### src/rtl/atwa_pkg.sv
`timescale 1ns / 1ps
// ----------------------------------------------------------------------------
// atwa_pkg
// Shared types and constants of the affine transform window average block.
// ----------------------------------------------------------------------------
package atwa_pkg;

	localparam int NUM_LANES = 6;
	localparam int DATA_W    = 32;
	localparam int WL_W      = 7;

	localparam logic [WL_W-1:0] WINDOW_RESET = 7'd30;

	typedef enum logic [2:0] {
		S_IDLE,
		S_UPD,
		S_DIVLD,
		S_DIV,
		S_OUT
	} atwa_state_t;

	typedef struct packed {
		logic load;
		logic update;
		logic clear;
		logic div_load;
		logic div_step;
	} atwa_lane_ctrl_t;

endpackage

### src/rtl/atwa_ram.sv
`timescale 1ns / 1ps
// ----------------------------------------------------------------------------
// atwa_ram
// Generic single write port, single read port RAM with registered read data.
// ----------------------------------------------------------------------------
module atwa_ram #(
	parameter int WIDTH = 32,
	parameter int DEPTH = 64,
	parameter int AW    = (DEPTH > 1) ? $clog2(DEPTH) : 1
) (
	input  logic             clk,
	input  logic             we,
	input  logic [AW-1:0]    waddr,
	input  logic [WIDTH-1:0] wdata,
	input  logic             re,
	input  logic [AW-1:0]    raddr,
	output logic [WIDTH-1:0] rdata
);

	logic [WIDTH-1:0] mem_q [DEPTH];

	always_ff @(posedge clk) begin
		if (we) begin
			mem_q[waddr] <= wdata;
		end
		if (re) begin
			rdata <= mem_q[raddr];
		end
	end

endmodule

### src/rtl/atwa_lane.sv
`timescale 1ns / 1ps
// ----------------------------------------------------------------------------
// atwa_lane
// One matrix element: history RAM, running sum and a bit-serial rounding
// divider giving the signed mean of the held values.
// ----------------------------------------------------------------------------
module atwa_lane import atwa_pkg::*; #(
	parameter int DEPTH = 64,
	parameter int AW    = 6,
	parameter int CW    = 7,
	parameter int SW    = 39
) (
	input  logic              clk,
	input  logic              arst_n,
	input  atwa_lane_ctrl_t   ctrl,
	input  logic [AW-1:0]     rd_slot,
	input  logic [AW-1:0]     wr_slot,
	input  logic              replace,
	input  logic [CW-1:0]     den,
	input  logic [DATA_W-1:0] data_in,
	output logic [DATA_W-1:0] result
);

	logic [DATA_W-1:0] in_q;
	logic [DATA_W-1:0] old_data;
	logic [SW-1:0]     sum_q;
	logic [SW-1:0]     in_ext;
	logic [SW-1:0]     old_ext;
	logic [SW-1:0]     mag;
	logic [SW-1:0]     quo_q;
	logic [CW-1:0]     rem_q;
	logic              neg_q;
	logic [CW:0]       trial;
	logic              fits;

	atwa_ram #(
		.WIDTH (DATA_W),
		.DEPTH (DEPTH),
		.AW    (AW)
	) u_hist (
		.clk   (clk),
		.we    (ctrl.update),
		.waddr (wr_slot),
		.wdata (in_q),
		.re    (ctrl.load),
		.raddr (rd_slot),
		.rdata (old_data)
	);

	assign in_ext  = {{(SW-DATA_W){in_q[DATA_W-1]}}, in_q};
	assign old_ext = replace ? {{(SW-DATA_W){old_data[DATA_W-1]}}, old_data} : '0;
	assign mag     = sum_q[SW-1] ? (SW'(0) - sum_q) : sum_q;

	// restoring divider, one quotient bit a cycle
	assign trial = {rem_q, quo_q[SW-1]};
	assign fits  = (trial >= {1'b0, den});

	always_ff @(posedge clk) begin
		if (ctrl.load) begin
			in_q <= data_in;
		end
		if (ctrl.div_load) begin
			quo_q <= mag + SW'(den >> 1);
			rem_q <= '0;
			neg_q <= sum_q[SW-1];
		end else if (ctrl.div_step) begin
			quo_q <= {quo_q[SW-2:0], fits};
			rem_q <= fits ? CW'(trial - {1'b0, den}) : trial[CW-1:0];
		end
	end

	always_ff @(posedge clk or negedge arst_n) begin
		if (!arst_n) begin
			sum_q <= '0;
		end else if (ctrl.clear) begin
			sum_q <= '0;
		end else if (ctrl.update) begin
			sum_q <= sum_q - old_ext + in_ext;
		end
	end

	assign result = neg_q ? (DATA_W'(0) - quo_q[DATA_W-1:0]) : quo_q[DATA_W-1:0];

endmodule

### config.mk
export PLATFORM = sky130hd
export DESIGN_NAME = atwa_lane
export DESIGN_NICKNAME = d
export VERILOG_FILES = /design/src/rtl/atwa_pkg.sv /design/src/rtl/atwa_ram.sv /design/src/rtl/atwa_lane.sv
export SDC_FILE = /design/constraint.sdc
export NUM_CORES = 2
export LEC_CHECK = 0
export BUFFER_PORTS_ARGS = -buffer_cell sky130_fd_sc_hd__buf_4
export CAP_MARGIN = 20
export CORE_MARGIN = 2
export CORE_UTILIZATION = 56
export DETAILED_ROUTE_END_ITERATION = 8
export GPL_ROUTABILITY_DRIVEN = 0
export PLACE_DENSITY = 0.78
export SYNTH_ARGS = -nofsm -noshare
export SYNTH_HDL_FRONTEND = slang
export SYNTH_SLANG_ARGS = --single-unit
### constraint.sdc
create_clock -name clk -period 9.55 [get_ports clk]
set_input_delay 1.4325 -clock clk [delete_from_list [all_inputs] [get_ports clk]]
set_output_delay 1.4325 -clock clk [all_outputs]
set_load 0.005 [all_outputs]
==> run_results.csv <==
group,metric,value,unit
route,drc_errors,0,
clock_tree,clock_latency,0.86,ns
hold_path,hold_depth,2,
route,final_antenna_net_count,0,
synth,synth_top_family_by_area,"multiplexers",
hold_path,hp-start,"rem_q[6]",
synth,async_reset_ff_share,1.774,%
synth,ys.flop_type,"edfxtp_1",
run_status,status,"finished, final reports clean",
hold_path,hold_path_end,"rem_q[6]",
synth,yosysSeqAreaShare,73.05,%
floorplanning,rows,147,
global_route,grt-ovfl-total,0,
power,p_sw,6170,uW
synth,muxShareOfSynthArea,17.35,%
clock_tree,cts.repair.resized,0,
critical_path,worst-setup-path-type,"flip-flop to output port",
power,power_density,229.7,nW/um^2
timing,fin_skew,0.08240,ns
critical_path,critical_path.max_fanout,4,
power,seqPwrFrac,48.2,%
timing,setup_tns,0,ns
timing,hold_viol,0,
floorplanning,core_area,160000,um^2
route,firstDrtPassIters,6,
synth,syn_inst,4335,
clock_tree,clockBufferDepth,3,
clock_tree,numCtsBuffers,207,
timing,rsz0062_at_grt,"false",
clock_tree,numClockSinks,2198,
route,vias_per_cell,6.874,
power,power_frac_comb,16.4,%
synth,synth_compound_area_share,2.229,%
power,leakagePower,0.03222,uW
route,wl_per_cell,34.62,um
critical_path,rrSetupSlack,4.52,ns
synth,synth_xor_area_share,1.090,%
critical_path,rr_startpoint,"sum_q[38]",
synth,yosys.area_share.simple,2.995,%
global_route,grt_pass1_vias,47130,
synth,syn-mean-instance-area,20.76,um^2
route,wl,235.6,mm
global_route,grt_util_met1,39.21,%
timing,finalMaxSlewViolations,0,
timing,finalCritPeriodShare,62.42,%
global_route,grt.total_usage,29.20,%
place,place_inst,6411,
floorplanning,die_h,404.9,um
floorplanning,ioPinCount,91,
clock_tree,ctsHoldBuffers,0,
synth,ys_seq_elements,2198,
floorplanning,die_x,404.9,um
power,switching_share,26.69,%
timing,slew_headroom,25.08,%
route,vias,46790,
flow_run,maxCapViolCount,0,
global_route,grt_max_degree,132,
global_route,gr-usage-met3,7.595,%
timing,max_freq,167.8,MHz
synth,synth_adder_area_share,1.654,%
critical_path,arrival,4.53,ns
global_route,antenna_found_initial,22,
timing,fin_crit,5.961,ns
floorplanning,fp.dieArea,163900,um^2
power,ir_drop,0.1922,mV
synth,ys_types,88,
synth,synth.cell_area,89990,um^2
global_route,grt-busiest-layer,"met2",
final_layout,instances_no_fill,6806,
place,place.detailed.hpwl,117.7,mm
final_layout,syn_to_final_growth,11.84,%
global_route,grtUsageMet2,46.62,%
timing,finalSetupViolations,0,
critical_path,crit_required,8.12,ns
place,port_buffers,90,
clock_tree,clk_pin_slew,0.06,ns
floorplanning,initial_core_util,56.24,%
synth,synth_edf_count,2152,
synth,yosys_warnings,0,
clock_tree,cts_tree,"done",
timing,worst_pin_slew,1.120,ns
clock_tree,post_cts_buffers,0,
hold_path,hold_class,"flip-flop to flip-flop",
synth,syn_nets,4489,
critical_path,reg2reg_to,"quo_q[35]",
route,first_iter_violations,7296,
final_layout,drive_gt1_share,27.41,%
critical_path,cp-start-kind,"flip-flop",
critical_path,critPathCaptureType,"output port",
clock_tree,cts_root_buffer,"clkbuf_16",
critical_path,r2r_cells,14,
power,power.internal,16950,uW
global_route,grt_pass1_wl,339.6,mm
clock_tree,htree_levels,4,
power,pwr-share-clk,35.4,%
final_layout,fin_nets,4688,
==> metal layers <==
layer	share of wire [%]	vias to the layer above
li1	-	18300
met1	35	24240
met2	49	3620
met3	12	614
met4	3.8	14
met5	0.043	-
==> critical path, stage by stage, from the launching register on <==
cell and delay (ns):
edfxtp_1 0.43, or3_1 0.42, or4_1 0.52, nor4_1 0.24, nand2_1 0.13, or4_1 0.48
or3_1 0.37, or4_1 0.48, o41ai_1 0.33, xnor2_1 0.17, buf_4 0.13
==> layout make-up <==
class,instances,area [um^2]
Clock inverter,146,1390
Fill cell,10110,59360
Antenna cell,7,17.52
Clock buffer,242,5311
Multi-Input combinational cell,1749,23260
Inverter,168,630.6
Sequential cell,2198,65740
Timing Repair Buffer,210,1690
Tap cell,2086,2610
==> stage by stage <==
stage          hold slack, ns  total power, uW  utilization (%)  area (um^2)  setup WS [ns]
5_1_grt                0.5364            23900            62.89       100600          3.303
4_1_cts                0.4971            23130            62.89       100600          3.474
3_3_place_gp           0.4708            14950            58.70        93930          4.351
3_5_place_dp           0.4842            15050            58.70        93930          4.331
6_report               0.4965            23120            62.90       100700          3.589
2_1_floorplan          0.4231            14040                -        89990          4.449
==> cell families after synthesis <==
family	Yosys count
buf+inv	388
simple gates	517
flops	2198
xor+xnor	112
compound gates	296
mux	729
fa+ha+maj	95
==> placed cells by master (no fill, tap or decap), types with 8 or more instances in the layout <==
cell type	n
nand2_1	108
o31ai_1	20
ha_1	55
xnor2_1	101
nand3_1	40
a21o_1	22
mux4_2	662
clkinv_1	61
o211ai_1	8
o21bai_1	11
or4_1	11
a31oi_1	8
a21oi_1	64
clkbuf_16	207
mux2_2	29
nor2_4	62
fa_1	40
clkinv_2	35
inv_1	166
mux2i_1	38
dfrtp_1	38
a211oi_1	13
xor2_1	11
edfxtp_1	2152
nand2b_1	21
nor4_1	11
nor2b_1	19
buf_4	199
and2_1	36
and3_1	8
clkbuf_1	35
nand4_1	15
o21ai_0	65
clkinvlp_4	12
bufinv_16	17
o41ai_1	9
nor3_1	26
or3_1	15
nor2_1	94
==> how the worst max path moves through the flow <==
stage                          start              end  slack (ns)  depth (start not counted)
after floorplan              replace        sum_q[35]        4.45                         14
after global placement      quo_q[4]       result[29]        4.35                         10
final                       quo_q[4]       result[29]        3.59                         10
after CTS                   quo_q[4]       result[29]        3.47                         10
after global routing        quo_q[4]       result[29]        3.30                         10
after detailed placement  rd_slot[0]  u_hist.rdata[9]        4.33                          6
==> power groups by stage <==
| stage | registers, uW | clock network (uW) | logic, uW |
|---|---|---|---|
| global placement | 11300 | 0 | 3620 |
| floorplan | 11300 | 0 | 2720 |
| CTS | 11100 | 8250 | 3760 |
| global route | 11200 | 8560 | 4170 |
| detailed placement | 11300 | 0 | 3710 |
| finish | 11100 | 8190 | 3800 |
==> cells in the mapped netlist, drive strengths merged, types with 16 or more instances <==
cell    instances  area [um^2]
edfxtp       2152        64620
mux4          662        14910
inv           166        623.1
nor2          156        585.6
clkbuf        141        529.3
nand2         109        411.7
xnor2         101        884.6
buf            79        309.0
o21ai          68        340.3
a21oi          64        320.3
ha             55        688.2
nand3          41        210.2
fa             40        800.8
dfrtp          39        975.9
mux2i          38        380.4
and2           36        225.2
mux2           29        326.6
nor3           29        150.1
a21o           22        165.2
nand2b         22        145.1
o31ai          21        171.4
nor2b          19        118.9
or4            18        161.4
nor4           16        157.6
==> registers in the layout, indices dropped and copies added, names as in the netlist <==
| register | count |
|---|---|
| quo_q | 39 |
| neg_q | 1 |
| u_hist.mem_q | 2048 |
| sum_q | 39 |
| u_hist.rdata | 32 |
| in_q | 32 |
| rem_q | 7 |
(Power assumes the default switching activity.)
